$ cat src/sv/amh_ram.sv
`timescale 1ns / 1ps
module amh_ram #(
  parameter int WIDTH = 8,
  parameter int DEPTH = 16
) (
  input  logic                     clk,
  input  logic                     we,
  input  logic [$clog2(DEPTH)-1:0] waddr,
  input  logic [WIDTH-1:0]         wdata,
  input  logic [$clog2(DEPTH)-1:0] raddr,
  output logic [WIDTH-1:0]         rdata
);

  logic [WIDTH-1:0] mem [DEPTH];
  logic [WIDTH-1:0] rdata_r;

  always_ff @(posedge clk) begin
    if (we) begin
      mem[waddr] <= wdata;
    end
    rdata_r <= mem[raddr];
  end

  assign rdata = rdata_r;

endmodule

$ cat config.mk
export PLATFORM = sky130hd
export DESIGN_NAME = amh_ram
export DESIGN_NICKNAME = d
export VERILOG_FILES = /design/src/sv/amh_ram.sv
export SDC_FILE = /design/constraint.sdc
export NUM_CORES = 1
export LEC_CHECK = 0
export BUFFER_PORTS_ARGS = -buffer_cell sky130_fd_sc_hd__buf_2
export CAP_MARGIN = 0
export CORE_MARGIN = 1.5
export CORE_UTILIZATION = 50
export CTS_BUF_LIST = sky130_fd_sc_hd__clkbuf_16
export DETAILED_ROUTE_END_ITERATION = 7
export PLACE_DENSITY = 0.67
export SKIP_CTS_REPAIR_TIMING = 1
export SLEW_MARGIN = 10
export SYNTH_ARGS = -nofsm -noshare
export SYNTH_HDL_FRONTEND = slang
export SYNTH_SLANG_ARGS = --single-unit
$ cat constraint.sdc
create_clock -name clk -period 4 [get_ports clk]
set_input_delay 0.8 -clock clk [delete_from_list [all_inputs] [get_ports clk]]
set_output_delay 0.8 -clock clk [all_outputs]
set_load 0.01 [all_outputs]
==> metrics.txt <==
Post-Syn Area=5150 um^2; grt ovf=0; Place WS=1.28 ns; Worst-Margin Slew=0.974 ns; final hold violations=0; routed via count=2380; RSZ-0062 raised after global routing=false; most frequent cells in the layout=edfxtp_1 (128), buf_2 (25), mux4_2 (18); HPWL after DPL=5.94 mm; Max Used Layer=met4; min-delay worst type=reg2reg; final worst setup slack=1.74 ns; GP Congestion=0.702; Max-slew headroom=34.8%; Final Cycle Share=56.4%; commonest non-fill, non-tap cell in the layout=edfxtp_1; data required time at the worst endpoint=4.28 ns; CTS root buffer=clkbuf_16; Pwr per Cell Area=542 nW/um^2; clk slew on worst S/H paths=0.06 ns; placed insts=383; Tmin final=2.26 ns; post-DR vias/cell=5.73; critical path fanouts, max=18; Core ar.=9860 um^2; Final setup viols=0; Worst setup EP type=register; final setup TNS=0 ns; fin util=60.6%; final net count=287; row count=36; Die X=104 um; n_diodes=0; max-slew violations=0; Routed met1 length=3.97 mm; max_cap viols=0; # clock sinks=136; post-route ant nets=0; TritonCTS buffer count=17; result of the run=finished, final reports clean; I/O pins=26; fmax=443 MHz; fraction of layout cells with a size suffix above 1=28.4%; Die Ht=104 um; VDD IR max=0.285 mV; Area growth syn-to-layout=16.1%; Crit Path Category=in2reg; Syn Inst Count=229; port bufs=25; Pleak=2.00 nW; DRC=0; first-pass GRT wire length=14.6 mm; routed len/inst=23.0 um; CTS HTree Levels=4; met2 routed WL=4.95 mm; CP Data Arrival Time=2.54 ns; skew final=0.00701 ns; non-filler cells, final=415; Die ar.=10900 um^2; met3 WL=540 um; total track usage=19.2%; CTS tree=built; largest net degree at the start of global routing=33; Post-Route WL=9.56 mm; clock latency on the worst-skew pair=0.40 ns; Syn Area/Cell=22.5 um^2; drt first-iter violations=165; Seq/Total Area, Yosys=77.8%; fillers=671; initial antenna violation count=0; net count after synthesis=247; Ys Warns=0; Synth cell types=19; register bit total from synthesis=136; number of global-route vias before repair=2471; drt pass-1 iters=6; Starting Density=52.2%; Bufs on Longest Clock Path=2; crit path launch type=input pin
-- cell families after synthesis --
logic type,count (synthesis),share of synthesized area (%)
AO/OA/AOI/OAI,16,2.33
AND/OR/NAND/NOR,35,3.18
flip-flops,136,77.8
buffers and inverters,10,1.68
multiplexers,32,15.0
-- path summary, 6_finish.rpt --
| path | startpoint | to | slack (ns) | depth (start not counted) |
|---|---|---|---|---|
| min reg2reg | mem[13][2] | rdata[2] | 0.68 | 3 |
| max | raddr[0] | rdata[0] | 1.74 | 5 |
| max reg2reg | mem[0][5] | rdata[5] | 2.64 | 3 |
| min | mem[13][2] | rdata[2] | 0.68 | 3 |
-- metrics by stage --
| stage | cell area [um^2] | hold slack, ns | total power (W) |
|---|---|---|---|
| after global placement | 5400 | 0.655 | 0.00177 |
| after global routing | 5980 | 0.697 | 0.00333 |
| final | 5980 | 0.682 | 0.00324 |
| after floorplan | 5150 | 0.629 | 0.00171 |
| after CTS | 5980 | 0.685 | 0.00327 |
| after detailed placement | 5400 | 0.671 | 0.00178 |
-- where the power goes --
part	switching, W	total (W)	internal (W)	leakage (nW)
Clock	0.000576	0.00149	0.000917	0.271
Combinational	0.0000828	0.000141	0.0000586	0.501
Sequential	0.0000103	0.00160	0.00159	1.22
Total	0.000669	0.00324	0.00257	2.00
-- per-layer routing --
metal	up-vias	global-route usage, %
li1	1050	-
met1	1252	25.4
met2	70	31.4
met3	8	4.57
met4	0	6.94
met5	-	0
-- critical path, cell delays in order --
cell	delay (ns)
buf_2	0.49
buf_4	0.31
mux4_1	0.56
a22oi_1	0.26
nand2_1	0.10
-- sequential cells by signal, summed over array words and instances (netlist names) --
| signal | cells |
|---|---|
| rdata | 8 |
| mem | 128 |
-- final cells by class --
cell class | instances | area [um^2] | share of cell area [%]
Clock inverter | 15 | 155 | 2.60
Sequential cell | 136 | 4000 | 67.0
Timing Repair Buffer | 31 | 170 | 2.85
Tap cell | 133 | 166 | 2.78
Multi-Input combinational cell | 83 | 1060 | 17.7
Clock buffer | 17 | 425 | 7.12
-- synthesized netlist by cell type --
cell type	instances	area, um^2
a22oi_1	16	120
and2_1	1	6.26
and2b_1	1	7.51
buf_2	3	15.0
buf_4	1	7.51
buf_6	3	33.8
clkdlybuf4s25_2	3	30.0
dfxtp_1	8	160
edfxtp_1	128	3840
mux4_1	14	368
mux4_2	18	405
nand2_1	9	33.8
nand2b_1	2	12.5
nand3_1	1	5.00
nand3b_1	2	15.0
nor2_1	13	48.8
nor2b_1	1	6.26
nor3_1	4	20.0
or3b_2	1	8.76
Power figures use the tool's default switching activity.
